===== config.mk =====
export PLATFORM = sky130hd
export DESIGN_NAME = lbc_front
export DESIGN_NICKNAME = d
export VERILOG_FILES = /design/src/rtl/lbc_pkg.sv /design/src/rtl/lbc_front.sv
export SDC_FILE = /design/constraint.sdc
export NUM_CORES = 2
export LEC_CHECK = 0
export ABC_AREA = 1
export BUFFER_PORTS_ARGS = -buffer_cell sky130_fd_sc_hd__buf_2
export CAP_MARGIN = 20
export CORE_ASPECT_RATIO = 2
export CORE_MARGIN = 2
export CORE_UTILIZATION = 37
export CTS_CLUSTER_DIAMETER = 50
export DETAILED_ROUTE_END_ITERATION = 7
export SLEW_MARGIN = 20
export SYNTH_ARGS = -nofsm -noshare
export SYNTH_HDL_FRONTEND = slang
export SYNTH_SLANG_ARGS = --single-unit

===== constraint.sdc =====
create_clock -name clk -period 8.8 [get_ports clk]
set_input_delay 1.32 -clock clk [delete_from_list [all_inputs] [get_ports clk]]
set_output_delay 1.32 -clock clk [all_outputs]
set_load 0.01 [all_outputs]

===== src/rtl/lbc_pkg.sv =====
// Shared widths, register codes and lane word type for the border clip block.
`default_nettype none
package lbc_pkg;
  localparam int MAX_DIM_DEF = 4096;
  localparam int COORD_W = 12;
  localparam int DIM_W = 13;
  localparam int FIX_W = DIM_W + 1;
  localparam int NUM_W = 28;
  localparam int DEN_W = 12;
  localparam int DV_W = DEN_W + 1;
  localparam int QW = 13;
  localparam int LANES = 4;

  typedef logic [0:0] reg_idx_t;
  localparam reg_idx_t REG_WIDTH = 1'b0;
  localparam reg_idx_t REG_HEIGHT = 1'b1;

  typedef struct packed {
    logic             ok;
    logic [NUM_W-1:0] dividend;
    logic [DV_W-1:0]  divisor;
  } lane_t;
endpackage
`default_nettype wire


===== src/rtl/lbc_front.sv =====
// Line coefficients, border numerators and range tests in four pipeline stages.
`default_nettype none
module lbc_front
  import lbc_pkg::*;
(
  input  wire logic                    clk,
  input  wire logic                    rst,
  input  wire logic                    en,
  input  wire logic                    in_ok,
  input  wire logic [COORD_W-1:0]      x1,
  input  wire logic [COORD_W-1:0]      y1,
  input  wire logic [COORD_W-1:0]      x2,
  input  wire logic [COORD_W-1:0]      y2,
  input  wire logic [DIM_W-1:0]        w,
  input  wire logic [DIM_W-1:0]        h,
  output logic                         valid,
  output lane_t                        lanes [LANES],
  output logic signed [FIX_W-1:0]      fr,
  output logic signed [FIX_W-1:0]      fb
);
  localparam int PW = 2 * COORD_W;

  logic                     v1, v2, v3;
  logic signed [DIM_W-1:0]  a1, b1, a2, b2;
  logic [PW-1:0]            p1, p2;
  logic signed [FIX_W-1:0]  fr1, fb1, fr2, fb2, fr3, fb3;
  logic [DIM_W-1:0]         w1, h1, w2, h2;
  logic signed [PW+1:0]     c2;
  logic signed [DIM_W+FIX_W-1:0] ma2, mb2;
  logic signed [NUM_W-1:0]  n3 [LANES];
  logic [DEN_W-1:0]         m3 [LANES];
  logic                     e3 [LANES];
  logic [DIM_W-1:0]         lim3 [LANES];

  logic signed [NUM_W-1:0]  t [LANES];
  logic signed [DIM_W-1:0]  d [LANES];
  logic                     ex [LANES];
  logic [DIM_W-1:0]         lm [LANES];

  always_comb begin
    t[0] = -NUM_W'(c2);
    t[1] = -(NUM_W'(ma2) + NUM_W'(c2));
    t[2] = -NUM_W'(c2);
    t[3] = -(NUM_W'(mb2) + NUM_W'(c2));
    d[0] = b2;
    d[1] = b2;
    d[2] = a2;
    d[3] = a2;
    ex[0] = 1'b1;
    ex[1] = fr2 >= 0;
    ex[2] = 1'b1;
    ex[3] = fb2 >= 0;
    lm[0] = h2;
    lm[1] = h2;
    lm[2] = w2;
    lm[3] = w2;
  end

  always_ff @(posedge clk) begin
    if (rst) begin
      v1 <= 1'b0;
      v2 <= 1'b0;
      v3 <= 1'b0;
      valid <= 1'b0;
    end else if (en) begin
      v1 <= in_ok;
      v2 <= v1;
      v3 <= v2;
      valid <= v3;
    end
    if (en) begin
      a1 <= $signed({1'b0, y2}) - $signed({1'b0, y1});
      b1 <= $signed({1'b0, x1}) - $signed({1'b0, x2});
      p1 <= x2 * y1;
      p2 <= x1 * y2;
      fr1 <= $signed({1'b0, w}) - FIX_W'(1);
      fb1 <= $signed({1'b0, h}) - FIX_W'(1);
      w1 <= w;
      h1 <= h;

      c2 <= $signed({2'b00, p1}) - $signed({2'b00, p2});
      ma2 <= a1 * fr1;
      mb2 <= b1 * fb1;
      a2 <= a1;
      b2 <= b1;
      fr2 <= fr1;
      fb2 <= fb1;
      w2 <= w1;
      h2 <= h1;

      for (int k = 0; k < LANES; k++) begin
        n3[k] <= (d[k] < 0) ? -t[k] : t[k];
        m3[k] <= (d[k] < 0) ? DEN_W'(-d[k]) : DEN_W'(d[k]);
        e3[k] <= ex[k] && (d[k] != 0);
        lim3[k] <= lm[k];
      end
      fr3 <= fr2;
      fb3 <= fb2;

      for (int k = 0; k < LANES; k++) begin
        lanes[k].ok <= e3[k] && (n3[k] >= 0) &&
                       (n3[k] <= $signed(NUM_W'(lim3[k]) * NUM_W'(m3[k])));
        lanes[k].dividend <= NUM_W'(n3[k] + n3[k] + $signed({1'b0, m3[k]}));
        lanes[k].divisor <= {m3[k], 1'b0};
      end
      fr <= fr3;
      fb <= fb3;
    end
  end
endmodule
`default_nettype wire


; Word level (Yosys, flattened, before mapping)
; Memories as Yosys holds them, arrays and structs flattened.
; Cells that the tools add are included.
[classes]
addsub = 23
multipliers = 8
n_lt_le_gt_ge = 12
mux = 8
reduce_logical = 12
[ops]
columns = op, n
row1 = $neg A28 Y28, 5
row2 = $add A28 B13 Y28, 4
row3 = $add A28 B28 Y28, 4
row4 = $ge A28 B1 Y1 const B, 4
row5 = $le A28 B26 Y1, 4
row6 = $mux W28, 4
row7 = $mul A13 B12 Y25, 4
row8 = $reduce_bool A32 Y1, 2
row9 = $add A27 B25 Y28, 2
row10 = $mul A13 B14 Y27, 2
row11 = $mul A12 B12 Y24, 2
row12 = $ge A14 B1 Y1 const B, 2
row13 = $neg A25 Y28, 1
row14 = $sub A13 B1 Y14 const B, 2
row15 = $lt A13 B1 Y1 const B, 2
row16 = $sub A12 B12 Y13, 2
row17 = $sub A24 B24 Y25, 1
row18 = $mux W12, 2
row19 = $neg A12 Y12, 2
row20 = $logic_and A1 B1 Y1, 10
row21 = $mux W1, 2
[totals]
register_bits = 511
mem_bits_rw = 216
input_bits = 78
output_inout_bits = 197
mem_count = 4
[memory_table]
columns = memory, words, word_bits, read_ports, rd_clocked_by_memory_dff, wr, line
row1 = n3, 4, 28, 4, 0, 4, lbc_front.sv:30  ; logic signed [NUM_W-1:0] n3 [LANES];
row2 = lim3, 4, 13, 4, 0, 4, lbc_front.sv:33  ; logic [DIM_W-1:0] lim3 [LANES];
row3 = m3, 4, 12, 4, 0, 4, lbc_front.sv:31  ; logic [DEN_W-1:0] m3 [LANES];
row4 = e3, 4, 1, 4, 0, 4, lbc_front.sv:32  ; logic e3 [LANES];

; Longest topological paths before layout
[logic_depth]
word_depth = 4
mapped_depth = 39
depth_no_buf = 38

; Least setup slack after synthesis
; OpenSTA, ideal clock, no wires.
[synth_timing]
path_kind = input-to-reg
start = in x2[7]
end = reg p1[21], data pin
arrival_ps = 6071
required_time_ps = 8535
path_slack_ps = 2464
cell_stages = 21
path_buffers = 1
path_cell_list = clkbuf_1 > nand2_1 > fa_1 > inv_1 > fa_1 > inv_1 > fa_1 > inv_1 > fa_1 > fa_1 > ha_1 > a21oi_1 > a21boi_0 > o21ai_0 > a21boi_0 > inv_1 > nand2_1 > o211ai_1 > a21boi_0 > o21ai_0 > xor2_1
[synth_between]
elab_chain_cells = 1
[synth_rtl]
columns = element, line
row1 = from (decl), lbc_front.sv:12  ; input wire logic [COORD_W-1:0] x2,
row2 = $mul A12 B12 Y24, lbc_front.sv:74  ; p1 <= x2 * y1;
row3 = to (signal assigned), lbc_front.sv:74
row4 = to (decl), lbc_front.sv:25  ; logic [PW-1:0] p1, p2;
; No other way between the ends.
; A chain may end at the register's enable or synchronous reset.

==> out/metrics.csv <==
metric,value,unit
fin_crit,7840,ps
synth_edf_count,644,
port_buffers,270,
wirelength,214000,um
yosysWarnings,0,
rows,224,
fin_crit_sh,89.1,%
crit_arrival,8350,ps
start_kind,flop,
cts_resized,0,
ys_ff_latch,648,
via_count,52100,
postSynthAreaPerCell,8.86,sq um
tritoncts,done,
clkLatencyLatePin,660,ps
grt_first_pass_wirelength,323000,um
ioPinCount,275,
grtUsageMet1,22.2,%
post-cts-setup-buffer-count,0,
core,0.186,sq mm
grt_overflow,0,
rsz0062_at_grt,no,
place_area,0.0729,sq mm
fp.dieW,309,um
critical_path_class,reg -> reg,
busiest_layer,met2,
slew_viol_final,0,
drt_iter0_markers,3185,
yosys.cell_types.count,58,
pre_cts_ws,1100,ps
hold_ws,409,ps
remaining_drc_errors,0,
r2r.worst_path.cells,25,
fp.dieArea,0.190,sq mm
status,"complete, no violations",
hold_class,reg -> reg,
wl_per_cell,20.4,um
antenna_found_initial,12,
grt_max_degree,138,
final_nets,9506,
rrSetupSlack,960,ps
ant_nets,0,
relSlewSlack,30.3,%
setup_viol,0,
whs_path_depth,0,
h-tree-depth,3,
use_met3,2.39,%
first_pass_iters,6,
chipHeight,615,um
maxCapViolCount,0,
crit_required,9310,ps
grt_pass1_vias,55300,
fmax,128,MHz
worstMarginPinSlew,1050,ps
stdcell_area,0.0754,sq mm
synthTopCellsByArea,"edfxtp_1, fa_1, ha_1",
area_delta_synth_final,9.14,%
worst_setup_path_end_kind,flop,
clockRootBuffer,clkbuf_16,
tritoncts.num_buffers,69,
netlist.area_leader.share,28.0,%
cp_max_fo,16,
cts_buffer_depth,3,
hpwl,180000,um
ys_async_sr_fraction,0,%
cts_hold_buf,0,
drive_gt1_share,6.43,%
clk_pin_slew_worst_paths,70,ps
synth_ff_type,edfxtp_1,
fin_skew,32.8,ps
gp_congestion,0.994,
netlist_area,0.0691,sq mm
synth.largest_area_cell,edfxtp_1,
syn_inst,7799,
grt_util_met2,42.4,%
synth_seq_area_share,28.1,%
finalHoldViolCount,0,
cts.sink_count,648,
grt.total_usage,22.7,%
tns,0,ps
start_util,37.2,%
via_per_inst,4.95,
layout_setup_ws,963,ps
==> registers in the layout (all words and copies together), names as in the netlist, 24 cells and up <==
name / flops
m3: 24
mb2: 27
ma2: 27
p1: 24
p2: 24
c2: 25
lanes: 136
lim3: 26
n3: 111
==> kinds of logic (layout without fill, tap and decap cells) <==
| kind of cell | after synthesis | count (layout) | synth area share (%) |
|---|---|---|---|
| other | 1 | 10 | 0.00543 |
| buffers and inverters | 1923 | 2152 | 10.6 |
| DFF | 648 | 648 | 28.1 |
| xor gates and xnor gates | 402 | 402 | 5.15 |
| and+or+nand+nor | 2746 | 2746 | 16.4 |
| AOI/OAI and AO/OA | 627 | 627 | 4.95 |
| adders and majority gates | 1452 | 1452 | 34.7 |
==> metal layers <==
metal	share of wire, %	vias to the layer above
met4	9.8	8
met5	0.027	-
met1	33	25400
met3	4.1	606
li1	-	24600
met2	53	1432
==> per-stage QoR <==
step | util (%) | cells
2_1_floorplan | - | 7802
3_3_place_gp | 39.3 | 10400
3_5_place_dp | 39.3 | 10400
4_1_cts | 40.5 | 10500
5_1_grt | 40.6 | 10500
6_report | 40.6 | 10500
==> cells in the final DEF (no fill, tap or decap), types with 6 or more instances in the layout <==
| cell | n |
|---|---|
| o21ai_0 | 197 |
| a211oi_1 | 6 |
| nand2_2 | 11 |
| buf_2 | 269 |
| o21ai_1 | 7 |
| ha_1 | 677 |
| diode_2 | 6 |
| nor2_2 | 10 |
| xor2_1 | 256 |
| nand3_1 | 208 |
| clkinv_4 | 7 |
| clkinv_1 | 6 |
| fa_1 | 775 |
| or2_2 | 34 |
| nand2_1 | 1925 |
| a31oi_1 | 15 |
| clkinv_8 | 6 |
| o21bai_1 | 23 |
| clkbuf_1 | 7 |
| nand3_2 | 8 |
| inv_6 | 6 |
| edfxtp_1 | 644 |
| and3_1 | 6 |
| nor3_1 | 78 |
| nor2_4 | 7 |
| a21o_1 | 17 |
| inv_1 | 1713 |
| clkinv_2 | 6 |
| clkbuf_16 | 71 |
| a21oi_1 | 311 |
| nor2_1 | 319 |
| nand4_1 | 98 |
| o211ai_1 | 10 |
| xnor2_1 | 141 |
| nor4_1 | 16 |
| a21boi_0 | 12 |
| nor3b_1 | 7 |
| buf_4 | 34 |
==> critical path, cell delays in order (launching register included) <==
cell and delay [ps]:
edfxtp_1 970, nand2_1 200, fa_1 550, fa_1 560, inv_1 70, fa_1 540
fa_1 550, inv_1 70, fa_1 530, inv_1 40, ha_1 340, nand2_1 110
nor2_1 140, inv_1 70, o21ai_0 540, a31oi_1 190, xor2_1 400, ha_1 200
nand2_1 80, inv_1 60, nand2_1 60, nor4b_1 640, nand3_1 280, nor3_1 260
nand3_1 90, a21oi_1 150
==> area by class of cell <==
class / count / area (sq um)
clock buffers: 81 / 1840
repair buffers: 307 / 1680
well taps: 2486 / 3110
flip-flops and latches: 648 / 19400
multi-input cells: 5231 / 42300
inverters: 1719 / 6450
clock inverters: 45 / 541
fillers: 18500 / 110000
diodes: 6 / 15.0
==> final timing paths <==
path                                start          to
worst min register to register     fr2[6]      fr3[6]
worst min-delay path               fr2[6]      fr3[6]
worst max-delay path            m3[0][11]  lanes[167]
worst max register to register  m3[0][11]  lanes[167]
==> synthesized netlist by cell type, drive strengths merged, types with 2 or more instances <==
master / instances
o21ai: 209
nor4: 16
or3: 2
inv: 1719
a31oi: 15
xnor2: 145
and2: 3
o311ai: 3
o2111ai: 3
xor2: 257
edfxtp: 644
fa: 775
nand3b: 4
nand3: 216
o211ai: 10
and3: 6
o31ai: 5
dfxtp: 4
a21o: 17
a21boi: 15
ha: 677
buf: 41
nand2: 1938
nor2: 336
nor3b: 8
or2: 35
a21oi: 313
o21a: 4
clkbuf: 163
nor3: 82
a211oi: 6
o21bai: 23
nand4: 98
Power is left out: the tool's default activity adds up to more than one toggle a clock period on the data nets, which glitch-free logic cannot reach.
