### config.mk
export PLATFORM = sky130hd
export DESIGN_NAME = lbc_div
export DESIGN_NICKNAME = d
export VERILOG_FILES = /design/src/rtl/lbc_pkg.sv /design/src/rtl/lbc_div.sv
export SDC_FILE = /design/constraint.sdc
export NUM_CORES = 1
export LEC_CHECK = 0
export BUFFER_PORTS_ARGS = -buffer_cell sky130_fd_sc_hd__buf_2
export CAP_MARGIN = 0
export CORE_MARGIN = 2
export CORE_UTILIZATION = 45
export DETAILED_ROUTE_END_ITERATION = 12
export PLACE_DENSITY = 0.68
export SYNTH_ARGS = -nofsm -noshare
export SYNTH_HDL_FRONTEND = slang
export SYNTH_SLANG_ARGS = --single-unit
export TNS_END_PERCENT = 50
### constraint.sdc
create_clock -name clk -period 6.72 [get_ports clk]
set_input_delay 1.344 -clock clk [delete_from_list [all_inputs] [get_ports clk]]
set_output_delay 1.344 -clock clk [all_outputs]
set_load 0.005 [all_outputs]
### src/rtl/lbc_pkg.sv
// Shared widths, register codes and lane word type for the border clip block.
`default_nettype none
package lbc_pkg;
  localparam int MAX_DIM_DEF = 4096;
  localparam int COORD_W = 12;
  localparam int DIM_W = 13;
  localparam int FIX_W = DIM_W + 1;
  localparam int NUM_W = 28;
  localparam int DEN_W = 12;
  localparam int DV_W = DEN_W + 1;
  localparam int QW = 13;
  localparam int LANES = 4;

  typedef logic [0:0] reg_idx_t;
  localparam reg_idx_t REG_WIDTH = 1'b0;
  localparam reg_idx_t REG_HEIGHT = 1'b1;

  typedef struct packed {
    logic             ok;
    logic [NUM_W-1:0] dividend;
    logic [DV_W-1:0]  divisor;
  } lane_t;
endpackage
`default_nettype wire

### src/rtl/lbc_div.sv
// Pipelined restoring divider, one quotient bit per stage.
`default_nettype none
module lbc_div
  import lbc_pkg::*;
#(
  parameter int QBITS = QW,
  parameter int REM_W = NUM_W,
  parameter int DIV_W = DV_W
) (
  input  wire logic             clk,
  input  wire logic             en,
  input  wire logic [REM_W-1:0] dividend,
  input  wire logic [DIV_W-1:0] divisor,
  output logic [QBITS-1:0]      quotient
);
  logic [REM_W-1:0] rem [QBITS];
  logic [DIV_W-1:0] dv  [QBITS];
  logic [QBITS-1:0] q   [QBITS];
  logic [REM_W-1:0] rin [QBITS];
  logic [DIV_W-1:0] dvin [QBITS];
  logic [QBITS-1:0] qin [QBITS];
  logic [REM_W-1:0] sh [QBITS];

  always_comb begin
    for (int s = 0; s < QBITS; s++) begin
      rin[s]  = (s == 0) ? dividend : rem[(s == 0) ? 0 : s - 1];
      dvin[s] = (s == 0) ? divisor : dv[(s == 0) ? 0 : s - 1];
      qin[s]  = (s == 0) ? '0 : q[(s == 0) ? 0 : s - 1];
      sh[s]   = REM_W'(dvin[s]) << (QBITS - 1 - s);
    end
  end

  always_ff @(posedge clk) begin
    if (en) begin
      for (int s = 0; s < QBITS; s++) begin
        dv[s] <= dvin[s];
        if (rin[s] >= sh[s]) begin
          rem[s] <= rin[s] - sh[s];
          q[s] <= qin[s] | (QBITS'(1) << (QBITS - 1 - s));
        end else begin
          rem[s] <= rin[s];
          q[s] <= qin[s];
        end
      end
    end
  end

  assign quotient = q[QBITS-1];
endmodule
`default_nettype wire

== Word-level counts from Yosys, hierarchy flattened ==
Memory sizes are Yosys's and may differ from the RTL's.
Index checks and enable logic that the tools add are counted.

* Output and inout bits: 13
* Bits in registers: 0
* Input bits: 43
* Word-level logic and storage cells: 161
* Bits in writable memories: 702
* Memories: 3

* Add/subtract/negate cells: 13
* Bitwise logic cells: 26
* $lt $le $gt $ge: 13
* Muxes and demuxes: 106

{| class="wikitable"
|+ Memory list
! memory !! depth !! bits a word !! read ports !! clocked after memory_dff !! write ports !! line !! source
|-
| rem || 13 || 28 || 12 || 0 || 13 || lbc_div.sv:16 || <nowiki>logic [REM_W-1:0] rem [QBITS];</nowiki>
|-
| dv || 13 || 13 || 12 || 0 || 13 || lbc_div.sv:17 || <nowiki>logic [DIV_W-1:0] dv [QBITS];</nowiki>
|-
| q || 13 || 13 || 13 || 0 || 13 || lbc_div.sv:18 || <nowiki>logic [QBITS-1:0] q [QBITS];</nowiki>
|}

{| class="wikitable"
|+ Operators by type and width
! cell !! count
|-
| 28-bit 2-to-1 mux || 13
|-
| 13-bit 2-to-1 mux || 13
|-
| 1-bit 2-to-1 mux || 80
|-
| 28-bit by 13-bit >= comparator with 1-bit output || 1
|-
| 28-bit by 14-bit >= comparator with 1-bit output || 1
|-
| 28-bit by 15-bit >= comparator with 1-bit output || 1
|-
| 28-bit by 16-bit >= comparator with 1-bit output || 1
|-
| 28-bit by 17-bit >= comparator with 1-bit output || 1
|-
| 28-bit by 18-bit >= comparator with 1-bit output || 1
|-
| 28-bit by 19-bit >= comparator with 1-bit output || 1
|-
| 28-bit by 20-bit >= comparator with 1-bit output || 1
|-
| 28-bit by 21-bit >= comparator with 1-bit output || 1
|-
| 28-bit by 22-bit >= comparator with 1-bit output || 1
|-
| 28-bit by 23-bit >= comparator with 1-bit output || 1
|-
| 28-bit by 24-bit >= comparator with 1-bit output || 1
|-
| 28-bit by 25-bit >= comparator with 1-bit output || 1
|-
| 28-bit by 13-bit subtractor with 28-bit output || 1
|-
| 28-bit by 14-bit subtractor with 28-bit output || 1
|-
| 28-bit by 15-bit subtractor with 28-bit output || 1
|-
| 28-bit by 16-bit subtractor with 28-bit output || 1
|-
| 28-bit by 17-bit subtractor with 28-bit output || 1
|-
| 28-bit by 18-bit subtractor with 28-bit output || 1
|-
| 28-bit by 19-bit subtractor with 28-bit output || 1
|-
| 28-bit by 20-bit subtractor with 28-bit output || 1
|-
| other kinds (6) || 31
|}

== Logic depth before layout (Yosys ltp) ==
Gate-level depths: netlist of run 1.
An unclocked memory read counts as a cell.

* Depth after elaboration: 6
* Gate-level depth with buffers: 13
* Mapped depth without buffers: 13

== Worst setup path before layout of run 1 ==
No wires, ideal clock.

* Path kind: in2reg
* Start point: input port dividend[12]
* End point: memory rem[0][15] in the netlist's numbering, data pin
* Arrival time: 3.581 ns
* Setup slack: 2.879 ns
* Buffers on the path: 1
* Data required time: 6.460 ns
* Setup time: 0.260 ns
* Stages: 11
* Cell sequence: inv_1 -> ha_1 -> inv_1 -> fa_1 -> a21oi_1 -> o211ai_1 -> a21oi_1 -> o22ai_1 -> o22ai_1 -> clkbuf_1 -> mux2_2

{| class="wikitable"
|+ RTL lines
! item !! line !! source
|-
| start, declared || lbc_div.sv:12 || <nowiki>input wire logic [REM_W-1:0] dividend,</nowiki>
|-
| end, declared || lbc_div.sv:16 ||
|}

==> flow_summary_export.csv, run 1 <==
group,metric,value,unit
status,outcome,"finished, final reports clean",
critical_path,r2r-start,"dv[1][16]$_DFFE_PP_",
clock_tree,clkTransAtPathRegs,0.06,ns
route,drc_errors,0,
synthesis,ys_async_sr_fraction,0,%
sta,tightest_slew,1.07,ns
synthesis,ys_warn_count,0,
sta,setup_tns,0,ns
critical_path,crit_path_end_kind,"register",
grt,grt_max_degree,195,
critical_path,critical_path.slowest_cell,"o22ai_1",
clock_tree,cts_buffers,60,
placement,dp.cells,3389,
route,wire_per_inst,17.0,microns
clock_tree,cts_buffer_depth,3,
power,vdd_drop_max,0.204,mV
grt,grt_pass1_vias,19500,
clock_tree,cts_setup_buffers,0,
critical_path,startpoint_type,"primary input",
min_path,hold_path.class,"reg -> reg",
sta,hold_viol,0,
route,postRouteWirelength,59600,microns
final_layout,syn_to_final_growth,10.5,%
route,drt_pass1_iterations,7,
clock_tree,cts_resized,0,
clock_tree,cts_root_buf,"clkbuf_16",
floorplanning,die_w,262,microns
sta,grt_setup_unrepaired,"false",
final_layout,drive_above_1_share,8.15,%
critical_path,critPathRequiredTime,7.07,ns
clock_tree,htree_num_levels,2,
power,leakage,12.5,nW
grt,grt_pass1_wl,95800,microns
synthesis,avgSynthCellArea,11.9,sq um
power,sw_frac_of_total,31.4,%
min_path,holdPathStages,0,
synthesis,ys_seq_area_share,58.6,%
sta,fmax,250,MHz
synthesis,syn_area,29900,sq um
grt,grt.total_usage,17.6,%
critical_path,regToRegSetupSlack,2.95,ns
route,final_antenna_net_count,0,
route,drtIter0Drc,1537,
power,p_int,0.00828,W
synthesis,synth_cell_type_count,76,
critical_path,critPathKind,"in -> reg",
final_layout,num-fill-cells,5572,
sta,setup_viol,0,
sta,min_period,4.00,ns
power,share_comb_of_total_power,28.9,%
clock_tree,clock-sinks,583,
critical_path,reg2reg_to,"rem[1][77]$_DFFE_PP_",
final_layout,fin_cells,3503,
grt,antenna_found_initial,0,
synthesis,ys_ff_latch,583,
power,clkPwrFrac,26.7,%
synthesis,syn_nets,2738,
sta,fin_hold_ws,0.415,ns
critical_path,r2r_cells,10,
placement,place.gp.congestion,0.932,
synthesis,syn_inst,2514,
grt,grt-ovfl-total,0,
floorplanning,pin_count,56,
min_path,min_from,"q[1][47]$_DFFE_PP_",
power,p_sw,0.00378,W
synthesis,ys.flop_type,"edfxtp_1",
final_layout,n_antenna_cell,0,
critical_path,path_buf_inv,4,
synthesis,synth_common_cells,"583 x edfxtp_1, 218 x inv_1, 211 x nand2_1, 169 x ha_1, 166 x o21ai_0",
power,power_density,365,nW/um^2
sta,maxSlewHeadroom,28.6,%
synthesis,synthTopCellsByArea,"edfxtp_1 59%, ha_1 7.1%, xor2_1 3.1%",
clock_tree,clock_latency,0.61,ns
floorplanning,start_util,45.4,%
synthesis,synth_top_cell_area_share,58.6,%
route,post_drt_via_cell_ratio,5.43,
power,power_frac_seq,44.4,%
clock_tree,cts_tree,"built",
critical_path,path_cells,"buf_2 > inv_1 > ha_1 > inv_1 > fa_1 > a21oi_1 > o211ai_1 > a21oi_1 > o22ai_1 > o22ai_1 > buf_4 > a311o_1 > nor4_1 > xor2_1",
route,dr_total_vias,19000,
clock_tree,cts_hold_buf,0,
critical_path,crit_family,"compound AO/OA/AOI/OAI gates",
sta,min_period_over_period,59.5,%
critical_path,arrival,4.34,ns
floorplanning,fp.dieArea,68400,sq um
synthesis,yosysTopAreaCell,"edfxtp_1",
floorplanning,rows,94,
critical_path,cp_max_fo,15,
floorplanning,die_height,262,microns
sta,skew,0.0162,ns
placement,hpwl,43800,microns
final_layout,final_nets,2811,
floorplanning,core_area,65700,sq um
flow_run,cap_violations,0,
critical_path,max_stage_delay,0.63,ns
synthesis,yosysMostFrequentCell,"edfxtp_1",
synthesis,synth_edf_count,583,
sta,report.final.slew_viol_count,0,
placement,port_buffers,55,
min_path,holdPathEnd,"q[1][60]$_DFFE_PP_",
[kinds of logic after synthesis]
logic type                 Yosys count  synth area share (%)
and+or+nand+nor                    711                  11.8
DFF                                583                  58.6
AOI/OAI and AO/OA                  528                  10.9
buffers and inverters              276                  3.64
xor gates and xnor gates           201                  5.90
adders and majority gates          181                  7.89
muxes                               34                  1.28
[how the worst max path moves through the flow]
stage	startpoint	end	slack, ns	depth (start not counted)
final	dividend[12]	rem[0][27]$_DFFE_PP_	2.72	14
after global routing	dividend[12]	rem[0][27]$_DFFE_PP_	2.53	14
after detailed placement	dividend[12]	rem[0][27]$_DFFE_PP_	2.16	14
after global placement	dividend[12]	rem[0][27]$_DFFE_PP_	2.25	14
after CTS	dividend[12]	rem[0][27]$_DFFE_PP_	2.79	14
after floorplan	dividend[12]	rem[0][15]$_DFFE_PP_	2.88	11
[registers in the layout, summed over array words and instances (netlist names)]
signal / count
rem: 336
q: 91
dv: 156
[power by group through the flow]
stage | Combinational (W) | Clock [W] | Sequential (W)
6_report | 0.00348 | 0.00322 | 0.00536
5_1_grt | 0.00390 | 0.00343 | 0.00543
4_1_cts | 0.00346 | 0.00328 | 0.00535
3_5_place_dp | 0.00344 | 0 | 0.00543
3_3_place_gp | 0.00334 | 0 | 0.00541
2_1_floorplan | 0.00270 | 0 | 0.00527
[cells in the final DEF, fill, tap and decap left out, types with 35 or more instances in the layout]
| cell type | Yosys | routed |
|---|---|---|
| a21o_1 | 37 | 37 |
| a21oi_1 | 158 | 158 |
| buf_2 | 1 | 54 |
| clkbuf_16 | 0 | 61 |
| edfxtp_1 | 583 | 583 |
| ha_1 | 169 | 169 |
| inv_1 | 218 | 218 |
| nand2_1 | 211 | 211 |
| nand2b_1 | 38 | 38 |
| nand3_1 | 35 | 35 |
| nor2_1 | 163 | 163 |
| nor3_1 | 62 | 61 |
| nor4_1 | 38 | 37 |
| o21a_1 | 35 | 35 |
| o21ai_0 | 166 | 166 |
| xnor2_1 | 96 | 96 |
| xor2_1 | 105 | 105 |
[metal layers]
layer  up-vias  routed length (microns)  track usage, %  share of wire [%]
li1       9374                        -               -                  -
met1      9095                    21700            17.1                 36
met2       393                    33600            36.0                 56
met3       150                     1810            2.24                3.0
met4         0                     2540            8.10                4.3
met5         -                        0               0                  0
[area by class of cell]
cell class	count	area (sq um)	share of cell area, %
inverters	218	818	2.48
flip-flops and latches	583	17500	53.0
multi-input cells	1655	11300	34.2
clock buffers	74	1580	4.77
clock inverters	40	333	1.01
repair buffers	69	403	1.22
well taps	864	1080	3.28
[through the flow]
step           util [%]  area (sq um)  power [W]  setup slack (ns)
6_report           50.2         33000     0.0121              2.72
5_1_grt            50.2         33000     0.0128              2.53
4_1_cts            50.2         33000     0.0121              2.79
3_5_place_dp       47.3         31100    0.00887              2.16
3_3_place_gp       47.3         31100    0.00875              2.25
2_1_floorplan         -         29900    0.00797              2.88
No activity file was read; power rests on OpenSTA's default activity.
==> run 2, diff against run 1 <==
PLACE_DENSITY = 0.71   (was 0.68)
clock period = 3.5 ns   (was 6.72 ns; I/O delays follow)
==> flow_summary_export.csv, run 2 (synthesis gave the netlist of run 1 again) <==
group,metric,value,unit
floorplanning,fp.dieArea,68400,sq um
critical_path,r2r-start,"dv[0][1]$_DFFE_PP_",
sta,min_period,3.34,ns
floorplanning,die_w,262,microns
final_layout,layout_commonest_cell,"edfxtp_1",
sta,skew,0.0184,ns
critical_path,critical_path.slowest_cell,"o41ai_2",
final_layout,mostFrequentLayoutCells,"583 x edfxtp_1, 218 x inv_1, 211 x nand2_1",
clock_tree,cts_buffers,60,
sta,setup_tns,0,ns
flow_run,cap_violations,0,
placement,port_buffers,55,
clock_tree,clkTransAtPathRegs,0.06,ns
route,postRouteWirelength,60200,microns
critical_path,crit_path_end_kind,"register",
status,outcome,"finished, final reports clean",
critical_path,path_cells,"inv_1 > ha_1 > nor2b_1 > o31a_1 > o31ai_1 > a21oi_1 > o41ai_2 > buf_4 > mux2_2",
route,drt_pass1_iterations,5,
clock_tree,clock-sinks,583,
final_layout,max_flop_register,"rem",
critical_path,cp-startpoint,"dv[0][1]$_DFFE_PP_",
route,wire_per_inst,17.0,microns
critical_path,path_buf_inv,2,
grt,grt_pass1_wl,97200,microns
final_layout,num-fill-cells,5507,
critical_path,critPathRequiredTime,3.87,ns
power,total_power,0.0234,W
grt,grt.total_usage,17.8,%
critical_path,cp_max_fo,20,
clock_tree,htree_num_levels,2,
critical_path,arrival,3.71,ns
min_path,hold_path.class,"in -> reg",
clock_tree,cts_buffer_depth,3,
power,leakage,12.6,nW
floorplanning,rows,94,
final_layout,largest_register_ffs,336,
route,dr_total_vias,19200,
route,final_antenna_net_count,0,
route,post_drt_via_cell_ratio,5.44,
route,drc_errors,0,
sta,maxSlewHeadroom,23.6,%
final_layout,drive_above_1_share,9.82,%
floorplanning,die_height,262,microns
power,power_density,703,nW/um^2
critical_path,critPathKind,"reg -> reg",
sta,tightest_slew,1.15,ns
sta,grt_setup_unrepaired,"false",
critical_path,crit_family,"compound AO/OA/AOI/OAI gates",
clock_tree,cts_tree,"built",
final_layout,syn_to_final_growth,11.6,%
route,drtIter0Drc,1358,
clock_tree,clock_latency,0.62,ns
floorplanning,pin_count,56,
final_layout,final_nets,2840,
sta,hold_viol,0,
power,vdd_drop_max,0.367,mV
critical_path,max_stage_delay,0.61,ns
floorplanning,start_util,45.4,%
clock_tree,cts_root_buf,"clkbuf_16",
placement,place.gp.congestion,0.894,
floorplanning,core_area,65700,sq um
sta,fmax,299,MHz
sta,report.final.slew_viol_count,0,
grt,antenna_found_initial,0,
sta,min_period_over_period,95.5,%
grt,grt-ovfl-total,0,
placement,hpwl,44400,microns
grt,grt_max_degree,209,
min_path,min_from,"divisor[6]",
sta,setup_viol,0,
final_layout,reg_top3,"rem (336), dv (156), q (91)",
grt,grt_pass1_vias,19700,
critical_path,startpoint_type,"register",
-- run 2: final timing paths --
path	endpoint	slack, ns	cells after the start
min reg2reg	q[0][89]$_DFFE_PP_	0.41	0
min	dv[0][6]$_DFFE_PP_	0.27	1
max reg2reg	rem[0][42]$_DFFE_PP_	0.16	9
max	rem[0][42]$_DFFE_PP_	0.16	9
-- run 2: worst reg2reg max path, delay by kind of cell (launching register included) --
kind / cells / cell delay, ns
flip-flops: 1 / 0.47
multiplexers: 1 / 0.37
AND/OR/NAND/NOR: 1 / 0.16
AO/OA/AOI/OAI: 4 / 1.42
buffers and inverters: 2 / 0.43
adder cells (fa/ha/maj): 1 / 0.24
-- run 2: power by group --
group	internal [W]	switching, W	total, W
clock	0.00359	0.00272	0.00631
sequential	0.00945	0.000848	0.0103
combinational	0.00296	0.00387	0.00683
-- run 2: stage by stage --
stage	cells	utilization [%]	worst slack [ns]	hold slack (ns)	cell area (sq um)
2_1_floorplan	2514	-	0.303	0.400	29900
4_1_cts	3530	50.7	0.0519	0.233	33300
5_1_grt	3532	50.7	0.0261	0.236	33300
3_5_place_dp	3416	47.6	0.0676	0.405	31300
3_3_place_gp	3416	47.6	0.150	0.401	31300
6_report	3533	50.7	0.159	0.270	33300
-- run 2: repair_timing --
action	in CTS	in global routing
setup buffers	0	2
gates resized for setup	0	3
setup endpoints to repair	0	6
hold buffers	0	0
-- run 2: cell type report --
cell class | count | area, sq um | area share, %
inverter | 218 | 818 | 2.45
sequential | 583 | 17500 | 52.5
multi-input combinational | 1655 | 11300 | 33.9
clock inverter | 46 | 439 | 1.32
timing repair buffer | 98 | 633 | 1.90
tap | 864 | 1080 | 3.24
antenna | 1 | 2.50 | 0.00751
clock buffer | 68 | 1550 | 4.66
-- run 2: metal layers --
metal / up-vias / track usage, % / wire [microns]
met5: - / 0 / 0
met4: 0 / 10.4 / 3620
met3: 189 / 2.27 / 1760
met2: 434 / 34.8 / 32600
met1: 9154 / 17.8 / 22200
li1: 9448 / - / -
==> run 3, diff against run 2 <==
CORE_MARGIN = 1   (was 2)
REMOVE_ABC_BUFFERS = 1   (was not set)
==> flow_summary_export.csv, run 3 (synthesis gave the netlist of run 1 again) <==
group,metric,value,unit
grt,grt.total_usage,17.5,%
route,drc_errors,0,
route,wl_met3,1750,microns
placement,hpwl,43700,microns
floorplanning,die_w,260,microns
grt,grt_max_degree,177,
sta,maxSlewHeadroom,39.3,%
critical_path,startpoint_type,"register",
floorplanning,die_height,260,microns
placement,port_buffers,55,
critical_path,cp-startpoint,"rem[2][69]$_DFFE_PP_",
final_layout,layout_commonest_cell,"edfxtp_1",
floorplanning,rows,94,
final_layout,drive_above_1_share,9.23,%
critical_path,critPathRequiredTime,3.83,ns
sta,fin_ws,0.159,ns
final_layout,final_nets,2848,
route,routed.top_layer,"met4",
final_layout,final_area,33400,sq um
grt,grt-ovfl-total,0,
final_layout,area.sequential,17500,sq um
placement,placed_cell_area,31300,sq um
critical_path,r2r_cells,9,
status,outcome,"finished, final reports clean",
final_layout,max_flop_register,"rem",
placement,place.gp.congestion,0.969,
critical_path,reg2reg_to,"rem[2][108]$_DFFE_PP_",
flow_run,cap_violations,0,
final_layout,largest_register_ffs,336,
route,drtIter0Drc,1179,
critical_path,arrival,3.68,ns
sta,report.final.slew_viol_count,0,
route,post_drt_via_cell_ratio,5.35,
clock_tree,cts_root_buf,"clkbuf_16",
placement,dp_slack,0.0653,ns
grt,grt_pass1_wl,94200,microns
power,power_density,703,nW/um^2
sta,grt_setup_unrepaired,"false",
critical_path,crit_end,"rem[2][108]$_DFFE_PP_",
final_layout,num-fill-cells,5565,
sta,min_period_over_period,95.5,%
clock_tree,clock_latency,0.60,ns
sta,skew,0.0235,ns
clock_tree,htree_num_levels,3,
sta,hold_viol,0,
floorplanning,start_util,45.4,%
grt,grt_pass1_vias,19800,
critical_path,path_cells,"ha_1 > or4_1 > or4_1 > nor4_2 > a21boi_1 > a31oi_2 > o211ai_2 > nor3_1 > xor2_1",
final_layout,n_antenna_cell,0,
floorplanning,core_area,65700,sq um
sta,tightest_slew,0.911,ns
critical_path,cp_max_fo,8,
final_layout,multi_input_area,11300,sq um
power,leakage,12.7,nW
final_layout,reg_top3,"rem (336), dv (156), q (91)",
route,wl_met1,20500,microns
route,dr_total_vias,18900,
critical_path,path_common_cell,"or4_1",
floorplanning,fp.dieArea,67400,sq um
critical_path,crit_path_end_kind,"register",
critical_path,max_stage_delay,0.49,ns
critical_path,r2r-start,"rem[2][69]$_DFFE_PP_",
critical_path,critical_path.slowest_cell,"or4_1",
power,vdd_drop_max,0.378,mV
critical_path,regToRegSetupSlack,0.16,ns
floorplanning,pin_count,56,
clock_tree,clock-sinks,583,
final_layout,syn_to_final_growth,11.7,%
final_layout,mostFrequentLayoutCells,"583 x edfxtp_1, 218 x inv_1, 211 x nand2_1",
route,postRouteWirelength,58100,microns
sta,fmax,299,MHz
grt,antenna_found_initial,0,
route,dr_wl_met2,32800,microns
clock_tree,cts_buffers,66,
route,drt_pass1_iterations,5,
min_path,hold_path.class,"in -> reg",
sta,setup_viol,0,
sta,min_period,3.34,ns
route,wire_per_inst,16.5,microns
critical_path,critPathKind,"reg -> reg",
clock_tree,cts_buffer_depth,3,
clock_tree,cts_tree,"built",
clock_tree,clkTransAtPathRegs,0.06,ns
route,final_antenna_net_count,0,
clock_tree,cts_setup_buffers,0,
[run 3: cell type report]
cell class,count,area share (%)
Multi-Input combinational cell,1655,33.8
Clock inverter,30,0.926
Timing Repair Buffer,100,1.94
Tap cell,864,3.24
Sequential cell,583,52.5
Inverter,218,2.45
Clock buffer,80,5.11
[run 3: critical path: cells and delay by family (launching register included)]
kind	cells	cell delay [ns]
and+or+nand+nor	4	1.52
adders and majority gates	1	0.25
DFF	1	0.41
xor gates and xnor gates	1	0.16
AOI/OAI and AO/OA	3	0.72
[run 3: routing by layer]
| metal | vias to the layer above | track usage (%) |
|---|---|---|
| li1 | 9429 | - |
| met3 | 177 | 2.96 |
| met4 | 0 | 10.0 |
| met5 | - | 0 |
| met1 | 8918 | 15.7 |
| met2 | 355 | 35.8 |
[run 3: what timing repair did]
action,in CTS,in global routing
setup endpoints to repair,0,13
hold buffers,0,0
gates resized for setup,0,4
[run 3: worst min-delay path by stage]
stage                     cells after the start                    from  slack, ns                  end
after CTS                                     1             dividend[9]       0.26  rem[0][9]$_DFFE_PP_
after global routing                          1             dividend[7]       0.26  rem[0][7]$_DFFE_PP_
after floorplan                               0      q[0][87]$_DFFE_PP_       0.40  q[0][100]$_DFFE_PP_
after detailed placement                      0      q[0][49]$_DFFE_PP_       0.40   q[0][62]$_DFFE_PP_
after global placement                        0  q[1][28]$_SDFFCE_PN1P_       0.40   q[1][41]$_DFFE_PP_
final                                         1             dividend[0]       0.29  rem[0][0]$_DFFE_PP_
[run 3: power breakdown]
part           total, W  switching (W)  internal (W)
clock           0.00648        0.00265       0.00383
sequential       0.0102       0.000801       0.00945
combinational   0.00673        0.00379       0.00294
[run 3: through the flow]
| step | util (%) | cells | power, W | hold slack (ns) | TNS [ns] |
|---|---|---|---|---|---|
| floorplan | - | 2456 | 0.0152 | 0.400 | -6.01 |
| global placement | 47.7 | 3420 | 0.0168 | 0.403 | 0 |
| detailed placement | 47.7 | 3420 | 0.0171 | 0.405 | 0 |
| CTS | 50.7 | 3530 | 0.0236 | 0.256 | 0 |
| global route | 50.7 | 3530 | 0.0248 | 0.260 | 0 |
| finish | 50.7 | 3530 | 0.0235 | 0.291 | 0 |
